### src/sv/cbsp_pkg.sv
package cbsp_pkg;

    localparam int SEG_W     = 6;
    localparam int T_PARAM_W = 17;
    localparam int COORD_W   = 16;
    localparam int OUT_W     = 24;

    localparam logic [1:0] OP_CLEAR  = 2'd0;
    localparam logic [1:0] OP_APPEND = 2'd1;
    localparam logic [1:0] OP_EVAL   = 2'd2;

    localparam logic [1:0] ST_OK   = 2'd0;
    localparam logic [1:0] ST_FULL = 2'd1;
    localparam logic [1:0] ST_FEW  = 2'd2;
    localparam logic [1:0] ST_SEG  = 2'd3;

    localparam int Q_DEPTH = 4;
    localparam int Q_AW    = 2;

    // Floor division by six: offset to make the value positive, halve, then
    // multiply by the rounded-up reciprocal of three.
    localparam int          DIV_V_W      = 31;
    localparam int          DIV_H_W      = 28;
    localparam int          DIV_Q_W      = 27;
    localparam int          DIV_R_W      = 28;
    localparam logic [30:0] DIV_OFFSET   = 31'd402653184;
    localparam logic [DIV_R_W-1:0] DIV_OFFSET_Q = 28'd67108864;
    localparam logic [28:0] RECIP3       = 29'd357913942;
    localparam int          RECIP3_SHIFT = 30;

    localparam logic signed [OUT_W-1:0] OUT_MAX = 24'sh7FFFFF;
    localparam logic signed [OUT_W-1:0] OUT_MIN = 24'sh800000;

    typedef struct packed {
        logic [1:0]                 operation;
        logic signed [COORD_W-1:0]  px;
        logic signed [COORD_W-1:0]  py;
        logic signed [COORD_W-1:0]  pz;
        logic [SEG_W-1:0]           segment;
        logic [T_PARAM_W-1:0]       t_param;
    } t_req;

    typedef struct packed {
        logic signed [OUT_W-1:0] out_x;
        logic signed [OUT_W-1:0] out_y;
        logic signed [OUT_W-1:0] out_z;
        logic [1:0]              status;
    } t_result;

    typedef struct packed {
        logic signed [COORD_W-1:0] x;
        logic signed [COORD_W-1:0] y;
        logic signed [COORD_W-1:0] z;
    } t_point;

    typedef enum logic [1:0] {
        K_NOP,
        K_CLEAR,
        K_APPEND,
        K_EVAL
    } t_kind;

    typedef struct packed {
        t_kind                kind;
        logic [1:0]           status;
        t_point               point;
        logic [SEG_W-1:0]     segment;
        logic [T_PARAM_W-1:0] t_param;
    } t_cmd;

    typedef enum logic [2:0] {
        BK_IDLE,
        BK_T2,
        BK_T3,
        BK_WGT,
        BK_MAC,
        BK_SCALE,
        BK_DIV,
        BK_OUT
    } t_bk_state;

endpackage

### src/sv/cbsp_front.sv
module cbsp_front #(
    parameter int MAX_POINTS = 64
) (
    input  logic           i_clk,
    input  logic           i_rst_n,
    input  logic           i_start,
    input  cbsp_pkg::t_req i_req,
    input  logic           i_full,
    output logic           o_busy,
    output logic           o_push,
    output cbsp_pkg::t_cmd o_cmd
);
    import cbsp_pkg::*;

    localparam int CNTW = $clog2(MAX_POINTS + 1);
    localparam int SW   = (SEG_W > CNTW) ? SEG_W : CNTW;

    logic [CNTW-1:0] r_count;
    logic [CNTW-1:0] n_count;
    logic            w_accept;

    assign w_accept = i_start && !i_full;
    assign o_busy   = i_full;
    assign o_push   = w_accept;

    always_comb begin
        n_count         = r_count;
        o_cmd.kind      = K_NOP;
        o_cmd.status    = ST_OK;
        o_cmd.point.x   = i_req.px;
        o_cmd.point.y   = i_req.py;
        o_cmd.point.z   = i_req.pz;
        o_cmd.segment   = i_req.segment;
        o_cmd.t_param   = i_req.t_param;
        unique case (i_req.operation)
            OP_CLEAR: begin
                o_cmd.kind = K_CLEAR;
                n_count    = '0;
            end
            OP_APPEND: begin
                if (r_count >= CNTW'(MAX_POINTS)) begin
                    o_cmd.status = ST_FULL;
                end else begin
                    o_cmd.kind = K_APPEND;
                    n_count    = r_count + CNTW'(1);
                end
            end
            OP_EVAL: begin
                if (r_count < CNTW'(4)) begin
                    o_cmd.status = ST_FEW;
                end else if (SW'(i_req.segment) >= SW'(r_count)) begin
                    o_cmd.status = ST_SEG;
                end else begin
                    o_cmd.kind = K_EVAL;
                end
            end
            default: begin
                o_cmd.kind = K_NOP;
            end
        endcase
    end

    always_ff @(posedge i_clk) begin
        if (!i_rst_n) begin
            r_count <= '0;
        end else if (w_accept) begin
            r_count <= n_count;
        end
    end

endmodule

### config.mk
export PLATFORM = sky130hd
export DESIGN_NAME = cbsp_front
export DESIGN_NICKNAME = d
export VERILOG_FILES = /design/src/sv/cbsp_pkg.sv /design/src/sv/cbsp_front.sv
export SDC_FILE = /design/constraint.sdc
export NUM_CORES = 1
export LEC_CHECK = 0
export ABC_AREA = 0
export BUFFER_PORTS_ARGS = -buffer_cell sky130_fd_sc_hd__buf_4
export CAP_MARGIN = 20
export CORE_UTILIZATION = 32
export DETAILED_ROUTE_END_ITERATION = 7
export GPL_TIMING_DRIVEN = 1
export PLACE_DENSITY = 0.81
export SLEW_MARGIN = 20
export SYNTH_ARGS = -nofsm -noshare
export SYNTH_HDL_FRONTEND = slang
export SYNTH_SLANG_ARGS = --single-unit
### constraint.sdc
create_clock -name i_clk -period 1.9 [get_ports i_clk]
set_input_delay 0.38 -clock i_clk [delete_from_list [all_inputs] [get_ports i_clk]]
set_output_delay 0.38 -clock i_clk [all_outputs]
set_load 0.01 [all_outputs]
# After elaboration in Yosys (flattened, before gate mapping)
# Index checks and enable logic that the tools add are counted.
# totals
out_inout_bits	77
inputBits	77
elab_cells	23
register_bits	7
# classes
reduce_logical	5
n_eq_ne	3
n_lt_le_gt_ge	3
addsub	1
muxes	10
# op_table
operator	count
7-bit case mux with 2 select lines	1
2-bit two-way mux	5
7-bit by 1-bit adder with 7-bit output (second input constant)	1
6-bit by 7-bit >= comparator with 1-bit output	1
7-bit >= comparator (second input constant)	1
7-bit by 3-bit < comparator with 1-bit output (second input constant)	1
7-bit two-way mux	1
2-bit case mux with 3 select lines	1
2-bit case mux with 2 select lines	1
3-bit AND reduction	1
2-bit by 1-bit == test with 1-bit output (second input constant)	1
2-bit == test (second input constant)	1
2-bit zero test	1
2-bit != test (second input constant)	1
2-bit nonzero test	1
1-bit logical AND	1
1-bit zero test	1
1-bit two-way mux	1

# Longest topological paths before layout
# depth
word_depth	4
depth_mapped	6

# Worst setup path after synthesis
# No wires, ideal clock.
# synth_path
kind	register -> output
start	reg r_count[4]
end	out o_cmd[73] (netlist name)
path_stages_with_launch	7
t_required_ns	1.520
arrival_ns	1.505
slack_ns	0.015
n_path_buf	0
path_cell_list	dfxtp_1 -> inv_1 -> ha_1 -> a21o_1 -> a211oi_1 -> o21ai_1 -> a211oi_1
# synth_lines
item	line	source
start, declared	cbsp_front.sv:18	logic [CNTW-1:0] r_count;
start signal, assigned	cbsp_front.sv:67	r_count <= n_count;
end, declared	cbsp_front.sv:11	output cbsp_pkg::t_cmd o_cmd

==> impl_metrics.ini <==
[run_status]
status = finished, violations left
violations = negative setup slack

[sta]
fin_skew_ns = 0.00372
slew_viol_final = 0
setup_viol = 4
max_clock_freq_mhz = 483
fin_crit_sh = 1.09
relSlewSlack = 0.764
rsz0062_at_grt = true
finalCriticalPeriod_ns = 2.07
finalHoldViolations = 0
fin_ws_ns = -0.169
setup_tns_ns = -0.504
worst_slew_pin_slew_ns = 0.351

[clocking]
clock_sinks = 7
clk_path_buf_depth = 2
clock_latency_ns = 0.23
cts_made_buffers = 3
root_buffer = clkbuf_8
cts_setup_buffers = 0
cts_tree = done
cts.htree.levels = 1
clkSlewWorstSetupHoldPaths_ns = 0.04

[floorplan]
die_w_um = 63.3
initial_core_util = 0.346
boundaryPins = 154
num_rows = 21
core_area_um2 = 3470
dieArea_um2 = 4000
die_height_um = 63.3

[cells_and_area]
largest_register_ffs = 7
finalNonFillerCells = 157
areaGrowthSynthToFinish_pct = -10.3
drive_gt1_frac = 0.468
max_flop_register = r_count
antenna_cells = 0
fillCellCount = 380
top_regs = r_count (7)
layout.nets = 200

[synth]
synth_fa_ha_area_frac = 0.115
post_synth_xor_area_fraction = 0.0219
synthSimpleGateAreaFrac = 0.128
syn_nets = 235
netlist_instances = 147
synth_cell_type_count = 29
muxShareOfSynthArea = 0
synth_warnings = 0
synth_compound_area_frac = 0.141
seq_area_frac_synth = 0.117
syn-cell-area_um2 = 1200
synth_top_family_by_area = buffers and inverters
ys_seq_elements = 7
syn_area_per_cell_um2 = 8.17

[min_path]
hold_path_startpoint = i_rst_n
hold_class = in -> reg
min_to = r_count[0]$_SDFFE_PN0P_
hold-path-cell-count = 2

[routing]
drtAntennaViolNets = 0
drt_pass1_iterations = 4
drtIter0Drc = 5
routedWlPerCell_um = 12.1
drt_wl_total_mm = 1.90
via_per_inst = 4.71
drcViolationCount = 0
vias = 739

[critical_path]
startpoint_type = flop
crit_fanout = 3
critPathLaunch = r_count[4]$_SDFFE_PN0P_
worstPathArrival_ns = 1.69
r2r-end = r_count[4]$_SDFFE_PN0P_
crit_type = reg -> out
crit_path_end_kind = output pin
rr_startpoint = r_count[6]$_SDFFE_PN0P_
reg2reg_setup_slack_ns = 0.57
r2r_cells = 5
crit_required_ns = 1.52

[grt]
grt_pass1_wl_mm = 2.89
groute.usage.overall = 0.0947
grt-ovfl-total = 0
grt_pass1_vias = 688
antenna_found_initial = 0
grt_max_degree = 9

[placed_design]
io_buffers = 23
gp_congestion = 0.771
hpwl_mm = 1.50
dp.cells = 153

[power]
p_per_area_nw_per_um2 = 442
p_leak_nw = 0.457
peakVddDrop_mv = 0.183

[job]
drv_cap = 0
-- power by group --
group | total, mW | internal, mW | leakage, nW | switching (mW)
logic | 0.114 | 0.0599 | 0.377 | 0.0545
clock network | 0.213 | 0.145 | 0.0228 | 0.0677
registers | 0.149 | 0.148 | 0.0580 | 0.000409
-- final cells by class --
class	instances	area, µm²	area share
flip-flops and latches	7	144	0.134
inverters	9	33.8	0.0314
clock buffers	4	45.0	0.0418
well taps	46	57.6	0.0534
multi-input cells	59	553	0.513
repair buffers	32	244	0.226
-- cells in the mapped netlist --
library cell / number / area (µm²)
a2111oi_4: 1 / 27.5
a211oi_1: 4 / 30.0
a21o_1: 2 / 15.0
a21oi_1: 3 / 15.0
a31oi_1: 1 / 6.26
a32o_1: 1 / 10.0
a32oi_1: 1 / 8.76
and2b_1: 1 / 7.51
and4b_1: 1 / 10.0
buf_4: 72 / 541
dfxtp_1: 7 / 140
ha_1: 11 / 138
inv_1: 9 / 33.8
nand2_1: 2 / 7.51
nand2b_1: 3 / 18.8
nand2b_4: 1 / 13.8
nand3_1: 2 / 10.0
nor2_1: 7 / 26.3
nor2b_1: 2 / 12.5
nor2b_4: 1 / 13.8
nor3_1: 1 / 5.00
nor4_1: 2 / 12.5
nor4bb_1: 1 / 10.0
o211ai_4: 1 / 21.3
o21ai_0: 2 / 10.0
o21ai_1: 3 / 15.0
o21ba_1: 1 / 10.0
or3_1: 1 / 6.26
xnor2_1: 3 / 26.3
-- per-stage QoR --
stage | cell area [µm²] | total power [mW] | setup slack [ns] | util | hold WS, ns
finish | 1080 | 0.476 | -0.169 | 0.311 | 0.383
CTS | 1080 | 0.486 | -0.181 | 0.310 | 0.380
global route | 1080 | 0.498 | -0.249 | 0.311 | 0.397
detailed placement | 958 | 0.254 | -0.277 | 0.276 | 0.587
floorplan | 1200 | 0.354 | 0.0151 | - | 0.484
global placement | 958 | 0.251 | -0.243 | 0.276 | 0.580
-- layer usage --
layer	part of all wire	GRT usage	vias up
li1	-	-	341
met1	0.37	0.0860	341
met2	0.45	0.149	32
met3	0.091	0.0217	25
met4	0.088	0.136	0
met5	0	0	-
-- how the worst max path moves through the flow --
stage	to	slack, ns	depth (start not counted)
final	o_cmd[73]	-0.17	7
after global routing	o_cmd[73]	-0.25	7
after global placement	o_cmd[73]	-0.24	7
after CTS	o_cmd[73]	-0.18	7
after detailed placement	o_cmd[73]	-0.28	7
after floorplan	o_cmd[73]	0.02	6
-- repair_timing --
| action | CTS | global route |
|---|---|---|
| pin swaps | 7 | 0 |
| cloned | 0 | 0 |
| gates resized for setup | 15 | 1 |
| endpoints found under the setup margin | 4 | 4 |
| endpoints found under the hold margin | 0 | 0 |
| hold buffers | 0 | 0 |
-- kinds of logic after synthesis --
group / after synthesis
adders and majority gates: 11
buffers and inverters: 81
DFF: 7
xor gates and xnor gates: 3
and+or+nand+nor: 25
AOI/OAI and AO/OA: 20
-- layout by cell type, fill, tap and decap left out, types with 2 or more instances in the layout --
cell      instances
a21o_1            2
ha_1              9
ha_4              2
xnor2_1           3
nor2_1            7
clkbuf_8          3
inv_2             2
a211oi_2          3
dfxtp_1           4
dfxtp_2           3
a21oi_1           3
nor4_1            2
buf_4            31
nand3_1           2
nor2b_1           2
nand2b_4          2
nand2b_1          2
inv_1             7
o21ai_1           3
nand2_1           2
-- critical path, cell delays in order, from the launching register on --
cell and delay (ns):
dfxtp_2 0.32, inv_2 0.04, ha_4 0.20, a21o_1 0.19, a211oi_2 0.20, o21ai_2 0.12, a211oi_2 0.23, buf_4 0.15
Power figures use the tool's default switching activity.
