**src/sv/cbsp_pkg.sv**
```systemverilog
package cbsp_pkg;

    localparam int SEG_W     = 6;
    localparam int T_PARAM_W = 17;
    localparam int COORD_W   = 16;
    localparam int OUT_W     = 24;

    localparam logic [1:0] OP_CLEAR  = 2'd0;
    localparam logic [1:0] OP_APPEND = 2'd1;
    localparam logic [1:0] OP_EVAL   = 2'd2;

    localparam logic [1:0] ST_OK   = 2'd0;
    localparam logic [1:0] ST_FULL = 2'd1;
    localparam logic [1:0] ST_FEW  = 2'd2;
    localparam logic [1:0] ST_SEG  = 2'd3;

    localparam int Q_DEPTH = 4;
    localparam int Q_AW    = 2;

    // Floor division by six: offset to make the value positive, halve, then
    // multiply by the rounded-up reciprocal of three.
    localparam int          DIV_V_W      = 31;
    localparam int          DIV_H_W      = 28;
    localparam int          DIV_Q_W      = 27;
    localparam int          DIV_R_W      = 28;
    localparam logic [30:0] DIV_OFFSET   = 31'd402653184;
    localparam logic [DIV_R_W-1:0] DIV_OFFSET_Q = 28'd67108864;
    localparam logic [28:0] RECIP3       = 29'd357913942;
    localparam int          RECIP3_SHIFT = 30;

    localparam logic signed [OUT_W-1:0] OUT_MAX = 24'sh7FFFFF;
    localparam logic signed [OUT_W-1:0] OUT_MIN = 24'sh800000;

    typedef struct packed {
        logic [1:0]                 operation;
        logic signed [COORD_W-1:0]  px;
        logic signed [COORD_W-1:0]  py;
        logic signed [COORD_W-1:0]  pz;
        logic [SEG_W-1:0]           segment;
        logic [T_PARAM_W-1:0]       t_param;
    } t_req;

    typedef struct packed {
        logic signed [OUT_W-1:0] out_x;
        logic signed [OUT_W-1:0] out_y;
        logic signed [OUT_W-1:0] out_z;
        logic [1:0]              status;
    } t_result;

    typedef struct packed {
        logic signed [COORD_W-1:0] x;
        logic signed [COORD_W-1:0] y;
        logic signed [COORD_W-1:0] z;
    } t_point;

    typedef enum logic [1:0] {
        K_NOP,
        K_CLEAR,
        K_APPEND,
        K_EVAL
    } t_kind;

    typedef struct packed {
        t_kind                kind;
        logic [1:0]           status;
        t_point               point;
        logic [SEG_W-1:0]     segment;
        logic [T_PARAM_W-1:0] t_param;
    } t_cmd;

    typedef enum logic [2:0] {
        BK_IDLE,
        BK_T2,
        BK_T3,
        BK_WGT,
        BK_MAC,
        BK_SCALE,
        BK_DIV,
        BK_OUT
    } t_bk_state;

endpackage

```
**src/sv/cbsp_queue.sv**
```systemverilog
module cbsp_queue (
    input  logic           i_clk,
    input  logic           i_rst_n,
    input  logic           i_push,
    input  cbsp_pkg::t_cmd i_cmd,
    input  logic           i_pop,
    output logic           o_full,
    output logic           o_valid,
    output cbsp_pkg::t_cmd o_head
);
    import cbsp_pkg::*;

    t_cmd            r_mem [Q_DEPTH];
    logic [Q_AW-1:0] r_wp;
    logic [Q_AW-1:0] r_rp;
    logic [Q_AW:0]   r_fill;
    logic            w_push;
    logic            w_pop;

    assign o_full  = (r_fill == (Q_AW+1)'(Q_DEPTH));
    assign o_valid = (r_fill != '0);
    assign o_head  = r_mem[r_rp];
    assign w_push  = i_push && !o_full;
    assign w_pop   = i_pop && o_valid;

    always_ff @(posedge i_clk) begin
        if (!i_rst_n) begin
            r_wp   <= '0;
            r_rp   <= '0;
            r_fill <= '0;
        end else begin
            if (w_push) begin
                r_wp <= r_wp + Q_AW'(1);
            end
            if (w_pop) begin
                r_rp <= r_rp + Q_AW'(1);
            end
            if (w_push && !w_pop) begin
                r_fill <= r_fill + (Q_AW+1)'(1);
            end else if (w_pop && !w_push) begin
                r_fill <= r_fill - (Q_AW+1)'(1);
            end
        end
    end

    always_ff @(posedge i_clk) begin
        if (w_push) begin
            r_mem[r_wp] <= i_cmd;
        end
    end

endmodule

```
**config.mk**
```make
export PLATFORM = sky130hd
export DESIGN_NAME = cbsp_queue
export DESIGN_NICKNAME = d
export VERILOG_FILES = /design/src/sv/cbsp_pkg.sv /design/src/sv/cbsp_queue.sv
export SDC_FILE = /design/constraint.sdc
export NUM_CORES = 1
export LEC_CHECK = 0
export BUFFER_PORTS_ARGS = -buffer_cell sky130_fd_sc_hd__buf_2
export CORE_MARGIN = 2
export CORE_UTILIZATION = 50
export DETAILED_ROUTE_END_ITERATION = 16
export GPL_TIMING_DRIVEN = 0
export PLACE_DENSITY = 0.72
export SYNTH_ARGS = -nofsm -noshare
export SYNTH_HDL_FRONTEND = slang
export SYNTH_SLANG_ARGS = --single-unit
```
**constraint.sdc**
```tcl
create_clock -name i_clk -period 5.2 [get_ports i_clk]
set_clock_uncertainty 0.05 [all_clocks]
set_input_delay 1.04 -clock i_clk [delete_from_list [all_inputs] [get_ports i_clk]]
set_output_delay 1.04 -clock i_clk [all_outputs]
set_load 0.1 [all_outputs]
```
Yosys cells after proc, flatten, opt, wreduce, memory -nomap -nowiden. Memory sizes are Yosys's and may differ from the RTL's. A register that Yosys moved wholly into a read port is not among the register bits. Cells that the tools add are included. Widths: inputs -> output; s select.

Add/sub/neg operators: 4. Eq/ne operators: 1. Muxes and demuxes: 6. Reductions and logical operators: 9.

Operator list (count): $mux 3 (2); $add 2x1->2 const B (2); $logic_and 1x1->1 (4); $mux 2 (2); $add 3x1->3 const B (1); $eq 3x3->1 const B (1); $logic_not 1->1 (3); $reduce_bool 3->1 (1); $sub 3x1->3 const B (1); $mux 1 (2); $reduce_bool 2->1 (1).

Register bits after elaboration: 7. RAM bits: 300. Bits of input ports: 79. Output and inout port bits: 77. Word-level logic and storage cells: 24. Memories: 1.

Memory list: r_mem (depth 4, bits a word 75, read ports 1, clocked after Yosys merged registers in 1, wr ports 1, line cbsp_queue.sv:13) `t_cmd r_mem [Q_DEPTH];`.

Logic depth before layout (Yosys ltp). Gate-level depths: netlist (run 1).

Depth in word-level cells: 7. Mapped depth: 9. Mapped depth without buffers: 8.

Least setup slack after synthesis (run 1). OpenSTA, ideal clock, no wires.

Path kind: input to register. From: input port i_push. To: memory r_mem[0][0] in the netlist's numbering, enable pin. Setup time: 0.442 ns. Data arrival time: 3.089 ns. Required time: 4.708 ns. Path slack: 1.620 ns. Stages on the path: 3. Path buffers: 1. Cells stage by stage: nor2b_1 -> buf_2 -> and2_1.

Word-level cells in the longest chain between the ends: 3.

Ends and longest elaborated chain: start: declaration (line cbsp_queue.sv:4) `input logic i_push,`; $logic_and 1x1->1 (line cbsp_queue.sv:23) `assign w_push = i_push && !o_full;`; named net w_push (line cbsp_queue.sv:17) `logic w_push;`; $mux 1 (line cbsp_queue.sv:47) `if (w_push) begin`; $mux 1 (implied by the code) (line cbsp_queue.sv:48) `r_mem[r_wp] <= i_cmd;`; end: declaration (line cbsp_queue.sv:13).

The timed path passes the listed nets, and every way through them passes these cells.

==> flow_metrics.env, run 1 <==
export IMPL_startpoint_type="register"
export IMPL_rows=55
export IMPL_drt_vias_per_instance=5.414
export IMPL_reg2regPathDepth=9
export IMPL_synth_top_area_cell="edfxtp_1"
export IMPL_worstMarginPinSlew_ns=0.7002
export IMPL_dp_cells=882
export IMPL_groute_usage_overall_pct=16.64
export IMPL_slew_headroom_pct=53.32
export IMPL_setup_viol=0
export IMPL_ys_warn_count=0
export IMPL_post_cts_buffers=0
export IMPL_detailed_place_hpwl_microns=12040
export IMPL_outcome="complete, no violations"
export IMPL_area_growth_pct=18.99
export IMPL_grt_pass1_wl_microns=30590
export IMPL_fp_dieArea_sq_um=23820
export IMPL_hp_class="reg -> reg"
export IMPL_fill_cells=1604
export IMPL_hold_viol_final=0
export IMPL_nets=715
export IMPL_r2r_end="r_fill[2]$_SDFFE_PN0P_"
export IMPL_cts_hold_buf=0
export IMPL_cp_end_kind="output pin"
export IMPL_die_h_microns=154.3
export IMPL_htree_levels=1
export IMPL_netlist_area_leader_share_pct=79.71
export IMPL_hold_start="r_wp[0]$_SDFFE_PN0P_"
export IMPL_drcViolationCount=0
export IMPL_clockBufferDepth=3
export IMPL_first_global_vias=5662
export IMPL_gp_congestion=0.6860
export IMPL_syn_nets=524
export IMPL_die_x_microns=154.3
export IMPL_numCtsBuffers=31
export IMPL_final_setup_tns_ns=0
export IMPL_synth_edf_count=300
export IMPL_drtPass1Iterations=4
export IMPL_clkSlewWorstSetupHoldPaths_ns=0.06
export IMPL_critical_path_peak_fanout=10
export IMPL_whs_path_depth=2
export IMPL_syn_area_per_cell_sq_um=25.75
export IMPL_regToRegSetupSlack_ns=2.84
export IMPL_synth_area_leaders="edfxtp_1 80%, mux4_2 15%, dfxtp_1 1.6%"
export IMPL_post_drt_wl_per_cell_microns=20.92
export IMPL_grt_max_degree=47
export IMPL_synth_ff_type="edfxtp_1"
export IMPL_ios=156
export IMPL_cap_viol_max_count=0
export IMPL_ant_nets=0
export IMPL_start_util_pct=50.38
export IMPL_post_cts_resized=0
export IMPL_grt_overflow_total=0
export IMPL_drive_gt1_share_pct=44.24
export IMPL_antenna_found_initial=2
export IMPL_crit_type="reg -> out"
export IMPL_dpl_cell_area_sq_um=12550
export IMPL_rsz0062_at_grt="false"
export IMPL_port_buffers=154
export IMPL_crit_arrival_ns=2.21
export IMPL_core_area_sq_um=22430
export IMPL_final_area_sq_um=13450
export IMPL_clock_sinks=309
export IMPL_rr_startpoint="r_fill[0]$_SDFFE_PN0P_"
export IMPL_async_flop_share_pct=0
export IMPL_cp_required_ns=4.11
export IMPL_final_util_pct=59.94
export IMPL_hold_path_end="r_wp[0]$_SDFFE_PN0P_"
export IMPL_maxClockFrequency_ghz=0.3032
export IMPL_syn_area_sq_um=11300
export IMPL_drt_first_iter_violations=242
export IMPL_ys_seq_area_share_pct=81.30
export IMPL_postRouteWirelength_microns=19630
export IMPL_finalNonFillerCells=938
export IMPL_vias=5078
export IMPL_synth_cells=439
export IMPL_ys_ff_latch=309
export IMPL_layout_min_cycle_time_ns=3.298
export IMPL_clkLatencyLatePin_ns=0.53
export IMPL_ys_types=22
export IMPL_min_period_over_period_pct=63.43
export IMPL_clockRootBuffer="clkbuf_16"
export IMPL_cts_tree="built"
export IMPL_slew_violations=0
layout by cell type, fill, tap and decap left out, drive strengths merged:
cell      netlist  layout
clkbuf          3      45
clkinvlp        0       1
nand2           4       4
a21boi          1       1
mux4           75      75
clkinv          0      10
and2            8       8
o31ai           1       1
ha              5       5
or3             2       2
xnor2           3       3
o311ai          1       1
nor2b           2       2
mux2i           3       3
dfxtp           9       9
bufinv          0       1
buf            15     173
nor3b           1       1
o21ai           1       1
diode           0       2
edfxtp        300     300
xor2            1       1
inv             3       3
fa              1       1
critical path: stages (launching register included):
cell and delay [ns]:
dfxtp_1 0.34, buf_2 0.30, buf_2 0.34, mux4_2 0.26
buf_2 0.43
worst max path at each step:
stage	slack [ns]	to
finish	1.90	o_head[46]
floorplan	1.62	r_mem[0][0]$_DFFE_PP_
global placement	0.12	r_mem[3][55]$_DFFE_PP_
global route	1.77	o_head[26]
CTS	1.84	o_head[22]
detailed placement	2.29	r_fill[2]$_SDFFE_PN0P_
cells by family (layout without fill, tap and decap cells):
kind of cell             after synthesis  in the layout  share of synthesized area (%)
flip-flops                           309            309                          81.30
multiplexers                          78             78                          15.21
buffers and inverters                 21            233                          1.240
AND/OR/NAND/NOR                       17             17                         0.9077
adder cells (fa/ha/maj)                6              6                         0.7307
AO/OA/AOI/OAI                          4              4                         0.2989
XOR/XNOR                               4              4                         0.3100
other                                  0              2                              0
metal layers:
| layer | global-route usage, % | share of wire (%) | up-vias |
|---|---|---|---|
| met5 | 0 | 0 | - |
| li1 | - | - | 2262 |
| met3 | 4.427 | 7.3 | 30 |
| met2 | 28.98 | 51 | 167 |
| met1 | 20.91 | 40 | 2619 |
| met4 | 4.586 | 1.8 | 0 |
Yosys cell counts (all sizes together) (2+ instances only):
| cell | instances |
|---|---|
| or3 | 2 |
| dfxtp | 9 |
| inv | 3 |
| mux4 | 75 |
| edfxtp | 300 |
| ha | 5 |
| clkbuf | 3 |
| nand2 | 4 |
| buf | 15 |
| mux2i | 3 |
| xnor2 | 3 |
| and2 | 8 |
| nor2b | 2 |
metrics by stage:
| stage | worst slack, ns | hold slack, ns |
|---|---|---|
| 3_5_place_dp | 2.288 | 0.4625 |
| 4_1_cts | 1.836 | 0.4709 |
| 3_3_place_gp | 0.1228 | 0.4235 |
| 6_report | 1.902 | 0.4717 |
| 5_1_grt | 1.773 | 0.5220 |
| 2_1_floorplan | 1.620 | 0.4177 |
layout make-up:
type / instances / area [sq um] / share of cell area, %
buffer: 18 / 128.9 / 0.9583
timing repair buffer: 158 / 880.8 / 6.550
clock buffer: 42 / 817.0 / 6.076
sequential: 309 / 9189 / 68.33
clock inverter: 12 / 76.32 / 0.5675
inverter: 3 / 11.26 / 0.08374
tap: 285 / 356.6 / 2.652
multi-input combinational: 109 / 1983 / 14.75
antenna: 2 / 5.005 / 0.03722
sequential cells by signal, summed over array words and instances, names as in the netlist, named ones only:
name and cells:
r_fill 3, r_mem 300, r_rp 2, r_wp 2
Power of run 1 is left out: the tool's default activity adds up to more than one toggle a clock period on the data nets, which glitch-free logic cannot reach.
==> inputs of run 2 (changes only) <==
PLACE_DENSITY = 0.75   (was 0.72)
clock period = 2.9 ns   (was 5.2 ns; I/O delays follow)
==> run 2 against run 1 <==
Net effect:
- core utilization up 0.88 points
- largest cell class unchanged
- clock-buffer cell count is 6 lower
- sequential share of layout area down 0.98 points
- register-to-register slack worse by 2.4 ns
- highest routed layer is now met5
- critical path depth unchanged
- final area is 1.5% higher
- worst hold slack worse by 0.27 ns
- flip-flop and latch count unchanged
- via count grew 0.20%
- non-clock buffer count stayed put
==> flow_metrics.env, run 2 (synthesized netlist as in run 1, its figures left out) <==
export IMPL_outcome="complete, no violations"
export IMPL_cts_hold_buf=0
export IMPL_post_drt_wl_per_cell_microns=21.31
export IMPL_slowest_delay_ns=0.54
export IMPL_grt_use_met1_pct=22.17
export IMPL_finalHoldWorstSlack_ns=0.1989
export IMPL_layout_min_cycle_time_ns=2.820
export IMPL_hold_start="i_cmd[11]"
export IMPL_rr_startpoint="r_fill[0]$_SDFFE_PN0P_"
export IMPL_cp_slowest_cell="mux4_2"
export IMPL_grtUsageMet2_pct=29.00
export IMPL_port_buffers=154
export IMPL_path_cells="buf_6 > buf_6 > mux4_2 > clkbuf_4"
export IMPL_pre_cts_slack_ns=0.4392
export IMPL_largestRegisters="r_mem x300, r_fill x3"
export IMPL_rows=55
export IMPL_hold_viol_final=0
export IMPL_cp_required_ns=2.27
export IMPL_ant_nets=0
export IMPL_drtPass1Iterations=6
export IMPL_largest_reg_flops=300
export IMPL_startpoint_type="register"
export IMPL_core_area_sq_um=22430
export IMPL_drcViolationCount=0
export IMPL_clockRootBuffer="clkbuf_16"
export IMPL_hp_class="in -> reg"
export IMPL_met3_usage_pct=3.811
export IMPL_grt_pass1_wl_microns=30930
export IMPL_grt_max_degree=44
export IMPL_drt_vias_per_instance=5.436
export IMPL_detailed_place_hpwl_microns=12520
export IMPL_min_period_over_period_pct=97.23
export IMPL_die_x_microns=154.3
export IMPL_nets=714
export IMPL_cp_end_kind="output pin"
export IMPL_clock_sinks=309
export IMPL_cpMostUsedCell="buf_6"
export IMPL_slew_headroom_pct=55.87
export IMPL_groute_usage_overall_pct=16.83
export IMPL_regToRegSetupSlack_ns=0.48
export IMPL_reg2regPathDepth=9
export IMPL_vias=5088
export IMPL_critical_path_peak_fanout=10
export IMPL_hold_path_end="r_mem[3][11]$_DFFE_PP_"
export IMPL_setup_viol=0
export IMPL_maxClockFrequency_ghz=0.3547
export IMPL_die_h_microns=154.3
export IMPL_start_util_pct=50.38
export IMPL_fp_dieArea_sq_um=23820
export IMPL_clkSlewWorstSetupHoldPaths_ns=0.06
export IMPL_r2r_end="r_fill[2]$_SDFFE_PN0P_"
export IMPL_numCtsBuffers=30
export IMPL_ios=156
export IMPL_largest_register="r_mem"
export IMPL_antenna_found_initial=2
export IMPL_layout_common_cells="300 x edfxtp_1, 111 x buf_2, 75 x mux4_2"
export IMPL_crit_type="reg -> out"
export IMPL_fill_cells=1568
export IMPL_area_growth_pct=20.72
export IMPL_final_common_cell="edfxtp_1"
export IMPL_worst_slack_ns=0.08044
export IMPL_whs_path_depth=1
export IMPL_gp_congestion=0.7040
export IMPL_worstMarginPinSlew_ns=0.6619
export IMPL_postRouteWirelength_microns=19950
export IMPL_grt_overflow_total=0
export IMPL_htree_levels=1
export IMPL_rsz0062_at_grt="true"
export IMPL_cap_viol_max_count=0
export IMPL_clockBufferDepth=3
export IMPL_cts_tree="built"
export IMPL_slew_violations=0
export IMPL_busiest_layer="met2"
export IMPL_crit_arrival_ns=2.19
export IMPL_clkLatencyLatePin_ns=0.54
export IMPL_drive_gt1_share_pct=45.69
export IMPL_first_global_vias=5608
export IMPL_drt_first_iter_violations=260
==> run 2: cell types whose count changed in the layout (fill, tap and decap cells not counted), sizes merged <==
cell | before | now
buf | 173 | 134
clkinv | 10 | 12
bufinv | 1 | 4
diode | 2 | 1
clkbuf | 45 | 78
==> run 2: what timing repair did <==
item / CTS / global route
setup endpoints to repair: 10 / 58
setup buffers: 0 / 0
gates resized for setup: 10 / 43
==> run 2: per-stage QoR <==
stage	setup TNS, ns	instances	utilization [%]	cell area, sq um
3_3_place_gp	-53.30	878	55.45	12440
5_1_grt	-0.3518	935	60.81	13640
3_5_place_dp	0	882	55.90	12540
4_1_cts	0	935	60.36	13540
6_report	0	936	60.82	13640
2_1_floorplan	0	439	-	11310
==> run 2: metal layers <==
| layer | part of all wire (%) | up-vias |
|---|---|---|
| met3 | 6.7 | 40 |
| met2 | 51 | 172 |
| li1 | - | 2261 |
| met1 | 40 | 2613 |
| met5 | 0.035 | - |
| met4 | 2.0 | 2 |
==> run 2: worst max-delay path by stage <==
stage / from / endpoint / slack, ns / depth (start not counted)
floorplan: r_fill[2]$_SDFFE_PN0P_ / r_mem[0][0]$_DFFE_PP_ / 0.30 / 4
global placement: i_push / r_mem[1][30]$_DFFE_PP_ / -0.19 / 4
detailed placement: i_push / r_fill[2]$_SDFFE_PN0P_ / 0.44 / 9
CTS: register / o_head[24] / 0.0006 / 4
global route: register / o_head[24] / -0.03 / 4
finish: register / o_head[31] / 0.08 / 4
==> run 2: cell type report <==
type	instances	area, sq um	share of cell area, %
well taps	285	356.6	2.613
repair buffers	158	991.0	7.263
multi-input cells	109	1989	14.58
inverters	3	11.26	0.08253
clock inverters	17	180.2	1.321
plain buffers	18	130.1	0.9537
clock buffers	36	794.5	5.823
diodes	1	2.502	0.01834
flip-flops and latches	309	9189	67.35
==> run 2: critical path, delay by kind of cell (launching register included) <==
family                 cells  cell delay, ns
multiplexers               1            0.54
buffers and inverters      3            0.73
flip-flops                 1            0.37
Power of run 2 is left out for the same reason.
